===== src/sv/qss_pkg.sv =====
`timescale 1ns / 1ps
package qss_pkg;

   localparam int DATA_WIDTH    = 32;
   localparam int FRACTION_BITS = 16;
   localparam int COEF_WIDTH    = 48;
   localparam int MAX_SAMPLES   = 64;
   localparam int NUM_COEFS     = 6;

   localparam int IDX_WIDTH   = $clog2(MAX_SAMPLES);
   localparam int CNT_WIDTH   = IDX_WIDTH + 1;
   localparam int CSR_WIDTH   = 7;
   localparam int CSR_RESET   = 16;
   localparam int DUR_WIDTH   = DATA_WIDTH - 1;
   localparam int ACC_WIDTH   = COEF_WIDTH + 8;
   localparam int PROD_WIDTH  = ACC_WIDTH + CNT_WIDTH;
   localparam int DVD_WIDTH   = ACC_WIDTH + FRACTION_BITS;
   localparam int HALF_WIDTH  = COEF_WIDTH / 2;
   localparam int MPROD_WIDTH = COEF_WIDTH + DUR_WIDTH;
   localparam int KIDX_WIDTH  = 3;
   localparam int MSEL_WIDTH  = 3;

   // order of the boundary products: V0, V1, a0*T, (a0*T)*T, a1*T, (a1*T)*T
   localparam logic [MSEL_WIDTH-1:0] MSTEP_V0  = 3'd0;
   localparam logic [MSEL_WIDTH-1:0] MSTEP_V1  = 3'd1;
   localparam logic [MSEL_WIDTH-1:0] MSTEP_A0T = 3'd2;
   localparam logic [MSEL_WIDTH-1:0] MSTEP_B0  = 3'd3;
   localparam logic [MSEL_WIDTH-1:0] MSTEP_A1T = 3'd4;
   localparam logic [MSEL_WIDTH-1:0] MSTEP_B1  = 3'd5;

   localparam logic [1:0] FORM_POS = 2'd0;
   localparam logic [1:0] FORM_VEL = 2'd1;
   localparam logic [1:0] FORM_ACC = 2'd2;

   typedef struct packed {
      logic [1:0]                    axis_tag;
      logic signed [DATA_WIDTH-1:0]  start_position;
      logic signed [DATA_WIDTH-1:0]  end_position;
      logic signed [DATA_WIDTH-1:0]  start_velocity;
      logic signed [DATA_WIDTH-1:0]  end_velocity;
      logic signed [DATA_WIDTH-1:0]  start_acceleration;
      logic signed [DATA_WIDTH-1:0]  end_acceleration;
      logic [DUR_WIDTH-1:0]          duration;
   } req_type;

   typedef struct packed {
      logic [1:0]                    axis_out;
      logic [IDX_WIDTH-1:0]          sample_index;
      logic signed [DATA_WIDTH-1:0]  sample_position;
      logic signed [DATA_WIDTH-1:0]  sample_velocity;
      logic signed [DATA_WIDTH-1:0]  sample_acceleration;
      logic                          last_sample;
      logic                          singular_error;
   } rsp_type;

   typedef enum logic [3:0] {
      ST_IDLE,
      ST_ERR,
      ST_MUL_LO,
      ST_MUL_HI,
      ST_MUL_WR,
      ST_COEF,
      ST_H_INIT,
      ST_H_DIV,
      ST_H_WAIT,
      ST_H_ADD,
      ST_SAVE,
      ST_Q_START,
      ST_Q_WAIT,
      ST_Q_WR,
      ST_EMIT
   } state_type;

   typedef enum logic [3:0] {
      OP_NONE,
      OP_LOAD,
      OP_MUL_LO,
      OP_MUL_HI,
      OP_MUL_WR,
      OP_COEF,
      OP_H_INIT,
      OP_H_DIV,
      OP_H_ADD,
      OP_Q_START,
      OP_Q_WR,
      OP_SET_POS,
      OP_SET_VEL,
      OP_EMIT,
      OP_EMIT_ERR
   } op_type;

   typedef struct packed {
      op_type                 op;
      logic [MSEL_WIDTH-1:0]  mul_sel;
      logic [KIDX_WIDTH-1:0]  coef_k;
      logic [1:0]             form;
      logic [IDX_WIDTH-1:0]   j;
      logic                   last;
   } cmd_type;

   typedef struct packed {
      logic                  dur_zero;
      logic                  div_done;
      logic                  out_free;
      logic [IDX_WIDTH-1:0]  last_index;
   } status_type;

   // Horner weight: 1, k or k(k-1) for position, velocity, acceleration
   function automatic logic [4:0] horner_weight(input logic [KIDX_WIDTH-1:0] k,
                                                input logic [1:0] form);
      logic [4:0] w;
      w = 5'd0;
      case (form)
         FORM_POS: w = 5'd1;
         FORM_VEL: w = {2'b00, k};
         FORM_ACC: begin
            case (k)
               3'd5:    w = 5'd20;
               3'd4:    w = 5'd12;
               3'd3:    w = 5'd6;
               3'd2:    w = 5'd2;
               default: w = 5'd0;
            endcase
         end
         default: w = 5'd0;
      endcase
      return w;
   endfunction

   // sample_count clamped to 2..MAX_SAMPLES, minus one
   function automatic logic [IDX_WIDTH-1:0] last_index(input logic [CSR_WIDTH-1:0] cfg);
      logic [CSR_WIDTH-1:0] n;
      if (cfg < CSR_WIDTH'(2)) begin
         n = CSR_WIDTH'(2);
      end else if (cfg > CSR_WIDTH'(MAX_SAMPLES)) begin
         n = CSR_WIDTH'(MAX_SAMPLES);
      end else begin
         n = cfg;
      end
      return IDX_WIDTH'(n - CSR_WIDTH'(1));
   endfunction

   function automatic logic signed [DATA_WIDTH-1:0] sat_data(
         input logic signed [ACC_WIDTH-1:0] x);
      logic signed [ACC_WIDTH-1:0] hi;
      logic signed [ACC_WIDTH-1:0] lo;
      hi = $signed({{(ACC_WIDTH-DATA_WIDTH+1){1'b0}}, {(DATA_WIDTH-1){1'b1}}});
      lo = ~hi;
      if (x > hi) begin
         return hi[DATA_WIDTH-1:0];
      end else if (x < lo) begin
         return lo[DATA_WIDTH-1:0];
      end
      return x[DATA_WIDTH-1:0];
   endfunction

   function automatic logic signed [COEF_WIDTH-1:0] sat_coef(
         input logic signed [ACC_WIDTH-1:0] x);
      logic signed [ACC_WIDTH-1:0] hi;
      logic signed [ACC_WIDTH-1:0] lo;
      hi = $signed({{(ACC_WIDTH-COEF_WIDTH+1){1'b0}}, {(COEF_WIDTH-1){1'b1}}});
      lo = ~hi;
      if (x > hi) begin
         return hi[COEF_WIDTH-1:0];
      end else if (x < lo) begin
         return lo[COEF_WIDTH-1:0];
      end
      return x[COEF_WIDTH-1:0];
   endfunction

   // x/2 rounded half away from zero
   function automatic logic signed [ACC_WIDTH-1:0] half_round(
         input logic signed [ACC_WIDTH-1:0] x);
      logic [ACC_WIDTH-1:0] m;
      logic [ACC_WIDTH-1:0] q;
      m = x[ACC_WIDTH-1] ? ACC_WIDTH'(-x) : ACC_WIDTH'(x);
      q = (m + ACC_WIDTH'(1)) >> 1;
      return x[ACC_WIDTH-1] ? $signed(-q) : $signed(q);
   endfunction

endpackage


===== src/sv/qss_ctrl.sv =====
`timescale 1ns / 1ps
module qss_ctrl (
   input  logic                 clock,
   input  logic                 reset,
   input  logic                 req_valid,
   output logic                 req_stall,
   input  qss_pkg::status_type  status,
   output qss_pkg::cmd_type     cmd
);
   import qss_pkg::*;

   state_type             state_ff, state_in;
   logic [MSEL_WIDTH-1:0] mul_sel_ff, mul_sel_in;
   logic [KIDX_WIDTH-1:0] k_ff, k_in;
   logic [1:0]            f_ff, f_in;
   logic [CNT_WIDTH-1:0]  j_ff, j_in;
   logic                  qpass_ff, qpass_in;
   logic                  is_last;

   assign is_last = (j_ff == CNT_WIDTH'(status.last_index));

   always_comb begin
      state_in   = state_ff;
      mul_sel_in = mul_sel_ff;
      k_in       = k_ff;
      f_in       = f_ff;
      j_in       = j_ff;
      qpass_in   = qpass_ff;
      cmd.op      = OP_NONE;
      cmd.mul_sel = mul_sel_ff;
      cmd.coef_k  = k_ff;
      cmd.form    = f_ff;
      cmd.j       = j_ff[IDX_WIDTH-1:0];
      cmd.last    = is_last;
      case (state_ff)
         ST_IDLE: begin
            if (req_valid) begin
               if (status.dur_zero) begin
                  state_in = ST_ERR;
               end else begin
                  cmd.op     = OP_LOAD;
                  mul_sel_in = MSTEP_V0;
                  state_in   = ST_MUL_LO;
               end
            end
         end
         ST_ERR: begin
            // payload is still held on the input port
            if (status.out_free) begin
               cmd.op   = OP_EMIT_ERR;
               state_in = ST_IDLE;
            end
         end
         ST_MUL_LO: begin
            cmd.op   = OP_MUL_LO;
            state_in = ST_MUL_HI;
         end
         ST_MUL_HI: begin
            cmd.op   = OP_MUL_HI;
            state_in = ST_MUL_WR;
         end
         ST_MUL_WR: begin
            cmd.op = OP_MUL_WR;
            if (mul_sel_ff == MSTEP_B1) begin
               k_in     = '0;
               state_in = ST_COEF;
            end else begin
               mul_sel_in = mul_sel_ff + MSEL_WIDTH'(1);
               state_in   = ST_MUL_LO;
            end
         end
         ST_COEF: begin
            cmd.op = OP_COEF;
            if (k_ff == KIDX_WIDTH'(NUM_COEFS - 1)) begin
               j_in     = '0;
               f_in     = FORM_POS;
               state_in = ST_H_INIT;
            end else begin
               k_in = k_ff + KIDX_WIDTH'(1);
            end
         end
         ST_H_INIT: begin
            cmd.op   = OP_H_INIT;
            k_in     = KIDX_WIDTH'(NUM_COEFS - 1);
            qpass_in = 1'b0;
            state_in = ST_H_DIV;
         end
         ST_H_DIV: begin
            cmd.op   = OP_H_DIV;
            state_in = ST_H_WAIT;
         end
         ST_H_WAIT: begin
            if (status.div_done) begin
               state_in = ST_H_ADD;
            end
         end
         ST_H_ADD: begin
            cmd.op = OP_H_ADD;
            if (k_ff == {1'b0, f_ff}) begin
               state_in = (f_ff == FORM_POS) ? ST_SAVE : ST_Q_START;
            end else begin
               k_in     = k_ff - KIDX_WIDTH'(1);
               state_in = ST_H_DIV;
            end
         end
         ST_Q_START: begin
            cmd.op   = OP_Q_START;
            state_in = ST_Q_WAIT;
         end
         ST_Q_WAIT: begin
            if (status.div_done) begin
               state_in = ST_Q_WR;
            end
         end
         ST_Q_WR: begin
            cmd.op = OP_Q_WR;
            if (f_ff == FORM_VEL) begin
               state_in = ST_SAVE;
            end else if (!qpass_ff) begin
               // acceleration divides by T twice
               qpass_in = 1'b1;
               state_in = ST_Q_START;
            end else begin
               state_in = ST_EMIT;
            end
         end
         ST_SAVE: begin
            cmd.op   = (f_ff == FORM_POS) ? OP_SET_POS : OP_SET_VEL;
            f_in     = f_ff + 2'd1;
            state_in = ST_H_INIT;
         end
         ST_EMIT: begin
            if (status.out_free) begin
               cmd.op = OP_EMIT;
               if (is_last) begin
                  j_in     = '0;
                  state_in = ST_IDLE;
               end else begin
                  j_in     = j_ff + CNT_WIDTH'(1);
                  f_in     = FORM_POS;
                  state_in = ST_H_INIT;
               end
            end
         end
         default: state_in = ST_IDLE;
      endcase
   end

   always_ff @(posedge clock) begin
      if (reset) begin
         state_ff   <= ST_IDLE;
         mul_sel_ff <= '0;
         k_ff       <= '0;
         f_ff       <= FORM_POS;
         j_ff       <= '0;
         qpass_ff   <= 1'b0;
      end else begin
         state_ff   <= state_in;
         mul_sel_ff <= mul_sel_in;
         k_ff       <= k_in;
         f_ff       <= f_in;
         j_ff       <= j_in;
         qpass_ff   <= qpass_in;
      end
   end

   // in the zero-duration case the item is held until the error result is loaded
   assign req_stall = (state_ff == ST_ERR) ? !status.out_free
                    : ((state_ff != ST_IDLE) || status.dur_zero);

`ifndef NO_ASSERTIONS
   a_last_to_idle: assert property (@(posedge clock) disable iff (reset)
      (state_ff == ST_EMIT && status.out_free && is_last) |=> (state_ff == ST_IDLE))
      else $error("last sample did not return to idle");

   a_add_after_div: assert property (@(posedge clock) disable iff (reset)
      (state_ff == ST_H_ADD) |-> $past(status.div_done))
      else $error("Horner add without finished division");

   a_index_range: assert property (@(posedge clock) disable iff (reset)
      (state_ff != ST_IDLE) |-> (j_ff <= CNT_WIDTH'(status.last_index)))
      else $error("sample index beyond sample count");

   a_idle_counter: assert property (@(posedge clock) disable iff (reset)
      (state_ff == ST_IDLE) |-> (j_ff == '0))
      else $error("sample counter not cleared in idle");
`endif

endmodule


===== config.mk =====
export PLATFORM = sky130hd
export DESIGN_NAME = qss_ctrl
export DESIGN_NICKNAME = d
export VERILOG_FILES = /design/src/sv/qss_pkg.sv /design/src/sv/qss_ctrl.sv
export SDC_FILE = /design/constraint.sdc
export NUM_CORES = 1
export LEC_CHECK = 0
export BUFFER_PORTS_ARGS = -buffer_cell sky130_fd_sc_hd__buf_2
export CAP_MARGIN = 20
export CORE_ASPECT_RATIO = 1.1
export CORE_MARGIN = 1.5
export CORE_UTILIZATION = 50
export CTS_CLUSTER_SIZE = 10
export DETAILED_ROUTE_END_ITERATION = 16
export GPL_TIMING_DRIVEN = 0
export PLACE_DENSITY = 0.77
export SYNTH_ARGS = -nofsm -noshare
export SYNTH_HDL_FRONTEND = slang
export SYNTH_SLANG_ARGS = --single-unit

===== constraint.sdc =====
create_clock -name clock -period 4.05 [get_ports clock]
set_input_delay 1.0125 -clock clock [delete_from_list [all_inputs] [get_ports clock]]
set_output_delay 1.0125 -clock clock [all_outputs]
set_load 0.02 [all_outputs]

After elaboration in Yosys (flattened, before gate mapping)
Index checks and enable logic that the tools add are counted.
{ "classes": {"add_sub_neg": 5, "muxes": 39, "reduce_logical": 16, "n_eq_ne": 32} }
{ "op_table": {"columns": ["op", "n"], "rows": [
  ["case mux 4 bit (15 select lines)", 1],
  ["case mux 4 bit (13 select lines)", 1],
  ["two-way mux 4 bit", 9],
  ["two-way mux 3 bit", 11],
  ["equality test 4 bit (second input constant)", 7],
  ["!= test 2 bit (second input constant)", 13],
  ["two-way mux 7 bit", 3],
  ["equality test 4 x 3 -> 1 bit (second input constant)", 4],
  ["case mux 7 bit (2 select lines)", 1],
  ["case mux 3 bit (4 select lines)", 1],
  ["AND reduction 4 bit", 3],
  ["equality test 4 x 2 -> 1 bit (second input constant)", 2],
  ["two-way mux 2 bit", 4],
  ["nonzero test 4 bit", 2],
  ["adder 7 x 1 -> 7 bit (second input constant)", 1],
  ["equality test 7 x 6 -> 1 bit", 1],
  ["adder 3 x 1 -> 3 bit (second input constant)", 2],
  ["equality test 3 bit (second input constant)", 2],
  ["case mux 2 bit (3 select lines)", 1],
  ["case mux 3 bit (2 select lines)", 1],
  ["AND reduction 6 bit", 1],
  ["nonzero test 2 bit", 3],
  ["two-way mux 1 bit", 5],
  ["equality test 4 x 1 -> 1 bit (second input constant)", 1],
  ["12 further kinds", 12]
]} }
{ "totals": {"word_cells": 98, "reg_bits": 20, "out_inout_bits": 20, "in_bits": 12} }

Longest topological paths before layout
{ "depth": {"word_depth": 4, "mapped_depth": 9, "mapped_depth_nobuf": 8} }

Worst setup path before layout
OpenSTA, ideal clock, no wires.
{ "synth_timing": {"path_type": "input port to output port", "from": "input port status[5] in the netlist's numbering", "to": "output port cmd[0] in the netlist's numbering", "n_path_buf": 2, "path_stages": 5, "arrival_ns": 2.072, "path_slack_ns": 0.965, "required_ns": 3.038, "path_cell_list": "xor2_1 -> nor4_1 -> and2_1 -> clkbuf_1 -> buf_4"} }
{ "synth_via": {"elab_chain_cells": 1} }
{ "synth_rtl": {"columns": ["element", "line_no", "text"], "rows": [
  ["start, declared", "qss_ctrl.sv:7", "input qss_pkg::status_type status,"],
  ["equality test 7 x 6 -> 1 bit", "qss_ctrl.sv:20", "assign is_last = (j_ff == CNT_WIDTH'(status.last_index));"],
  ["end, declared", "qss_ctrl.sv:8", "output qss_pkg::cmd_type cmd"]
]} }
Every way passes these cells.

Worst setup path after layout
Ends and elaborated chain as after synthesis.

==> key figures <==
Clocking
  – Max Root-Sink Buffers: 2
  – Clock tree from TritonCTS: built
  – CTS root buf: clkbuf_4
  – Clock transition at path regs: 0.13 ns
  – Post-CTS Hold Buffers: 0
  – CTS sink count: 20
  – H-tree depth: 1
  – Clk_lat worst skew: 0.31 ns
  – Number of buffers created by CTS: 3
  – PostCTS Resize Cnt: 0
  – Setup Buffers After CTS: 0

Routing
  – Pre-antenna DRT Iters: 6
  – Routed Antenna Nets: 0
  – Via density: 5.934
  – DR DRC count: 0
  – Routed length per instance: 13.71 microns
  – Via count: 1703
  – Drt total wl: 3.936 mm
  – Iteration-0 DRC count of the detailed router: 100

Setup path
  – Slowest cell on the critical path: nor4_1
  – Worst reg-to-reg setup slack: 1.73 ns
  – Worst r2r src: mul_sel_ff[0]
  – Setup crit start kind: primary input
  – Crit path kind: primary input to output pin
  – Path depth of the worst reg2reg path: 6
  – Worst Path Max Fanout: 6
  – Crit end category: output pin
  – Worst endpoint required time: 3.04 ns
  – Data arrival, critical path: 2.57 ns
  – CP max stage delay: 0.57 ns
  – R2R Path End: k_ff[0]
  – Crit-path most repeated cell: buf_2
  – Crit-path cells: buf_2 -> xor2_1 -> nor4_1 -> and2_1 -> clkbuf_1 -> buf_4 -> buf_2

Pwr
  – Leakage: 0.7614 nW
  – PD cells: 278.6 nW/um^2
  – Max VDD drop: 0.2052 mV

Yosys
  – Avg Cell Area, Syn: 7.410 sq um
  – Netlist area before placement: 1623 sq um
  – Cell count after synthesis: 219
  – Netlist cell types: 54
  – Asr flop ratio synth: 0%
  – Flops & latches, synth: 20
  – EDFF count, synth: 0
  – Sequential share of the synthesized area: 24.67%
  – Syn_nets: 237
  – Ys flop type: dfxtp_1
  – Yosys Warn Count: 0

Die
  – Die Width: 57.32 microns
  – Total core area: 3074 sq um
  – DIE HEIGHT: 62.75 microns
  – Die area: 3597 sq um
  – Row count: 21
  – Initial Util: 52.79%
  – Ports: 32

STA
  – Final Hold Fails: 0
  – Final worst-path cycle share: 88.55%
  – Clk_skew: 0.01162 ns
  – Tmin final: 3.586 ns
  – RSZ-0062 raised after global routing: no
  – Setup TNS: 0 ns
  – Fin. max-slew vios: 0
  – Slew @ Worst Pin: 0.8793 ns
  – Max_slew headroom: 40.58%
  – Final setup fails: 0
  – Fmax: 0.2788 GHz

Final layout
  – Multi-input logic area: 1087 sq um
  – Fill cells: 310
  – ANT cells: 0
  – Storage cell area: 400.4 sq um
  – Non-Filler Instances: 287
  – Post-Route Utilization: 60.77%
  – Layout cells sized above 1: 20.55%
  – Final Net Count: 272
  – Final Cell Area: 1868 sq um
  – Synth-to-layout area growth: 15.11%

Outcome
  – Outcome: completed

Placed design
  – RD Place Congestion: 0.9551
  – DP Area: 1815 sq um
  – Detail Placement HPWL: 3.035 mm
  – Placed Instances: 283
  – IO buf count: 30

Run
  – Max Cap Viol: 0

Global route
  – Initial antenna violation count: 0
  – Largest net degree at the start of global routing: 13
  – Total gr overflow: 0
  – Vias in the first global route: 1474
  – First-pass GRT wire length: 6.561 mm
  – Gr usage total: 22.33%

Hold path
  – Hold Path Cell Cnt: 2
  – Hold WC Path Type: flip-flop to flip-flop
  – Hold Crit Start: mul_sel_ff[1]
  – Worst hold endpoint: mul_sel_ff[1]
synth_stat cells (2+ instances only):
library cell | count | area share, %
nor2b_1 | 3 | 1.2
dfxtp_1 | 20 | 25
a2bb2oi_1 | 3 | 1.6
xor2_1 | 9 | 4.9
clkbuf_1 | 9 | 2.1
nor2_1 | 20 | 4.6
buf_4 | 7 | 3.2
a211oi_1 | 6 | 2.8
or2_2 | 2 | 0.77
o211ai_1 | 4 | 1.9
o311ai_0 | 2 | 1.1
inv_1 | 9 | 2.1
nor3b_1 | 2 | 0.92
o31ai_1 | 2 | 0.92
ha_1 | 5 | 3.9
nand2b_1 | 4 | 1.5
nand3b_1 | 3 | 1.4
a22oi_1 | 2 | 0.92
buf_2 | 3 | 0.92
nand4b_1 | 2 | 1.1
nand3_1 | 7 | 2.2
nor3_1 | 8 | 2.5
o21ai_0 | 9 | 2.8
a21oi_1 | 24 | 7.4
nor4bb_1 | 2 | 1.2
nand2_1 | 22 | 5.1
and3_1 | 2 | 0.77
or3b_2 | 2 | 1.1
worst max-delay path: cells and delay by family:
kind,cells,cell delay [ns]
and+or+nand+nor,2,0.78
buffers and inverters,4,0.65
xor gates and xnor gates,1,0.13
worst max path at each step:
stage,startpoint,to,slack (ns),depth (start not counted)
3_3_place_gp,status[5],cmd[0],0.50,7
6_report,status[5],cmd[0],0.46,7
3_5_place_dp,status[5],cmd[0],0.50,7
4_1_cts,status[5],cmd[0],0.48,7
2_1_floorplan,status[5],cmd[0],0.97,5
5_1_grt,status[5],cmd[0],0.36,7
flip-flops by register name, summed over array words and instances, names as in the netlist:
name,flops
j_ff,7
qpass_ff,1
state_ff,4
k_ff,3
mul_sel_ff,3
f_ff,2
metrics by stage:
| stage | power (W) | worst slack, ns | hold slack (ns) |
|---|---|---|---|
| after CTS | 0.0005214 | 0.4850 | 0.5307 |
| after detailed placement | 0.0003557 | 0.5006 | 0.5116 |
| after global placement | 0.0003535 | 0.5009 | 0.5004 |
| after global routing | 0.0005501 | 0.3634 | 0.5628 |
| final | 0.0005204 | 0.4637 | 0.5268 |
| after floorplan | 0.0003176 | 0.9651 | 0.4850 |
area by class of cell:
type	instances	area share, %
Clock buffer	3	1.206
Timing Repair Buffer	30	8.038
Buffer	19	5.425
Clock inverter	1	1.608
Multi-Input combinational cell	171	58.20
Sequential cell	20	21.43
Inverter	9	1.808
Tap cell	34	2.277
metal layers:
metal | global-route usage (%) | up-vias | routed length (microns) | share of wire (%)
li1 | - | 860 | - | -
met1 | 30.55 | 786 | 1797 | 46
met2 | 37.07 | 53 | 1898 | 48
met3 | 2.277 | 4 | 209 | 5.3
met4 | 6.105 | 0 | 30 | 0.76
met5 | 0 | - | 0 | 0
power by group:
part	leakage, nW	internal, W	total, W	switching (W)
Clock	0.0279	0.000100	0.000167	0.0000669
Combinational	0.572	0.0000563	0.000147	0.0000911
Sequential	0.161	0.000202	0.000206	0.00000455
cells in the final DEF, fill, tap and decap left out, types with 7 or more instances in the layout:
| master | instances |
|---|---|
| nand3_1 | 7 |
| dfxtp_1 | 20 |
| nor2_1 | 20 |
| o21ai_0 | 9 |
| a21oi_1 | 24 |
| clkbuf_1 | 9 |
| inv_1 | 9 |
| buf_4 | 7 |
| nor3_1 | 8 |
| xor2_1 | 9 |
| buf_2 | 33 |
| nand2_1 | 22 |
logic make-up after synthesis:
| group | count (synthesis) | synth area share (%) |
|---|---|---|
| mux | 1 | 0.6168 |
| compound gates | 66 | 26.91 |
| fa+ha+maj | 6 | 5.089 |
| buf+inv | 28 | 8.326 |
| flops | 20 | 24.67 |
| xor+xnor | 10 | 5.397 |
| simple gates | 88 | 28.99 |
(Power assumes the default switching activity.)
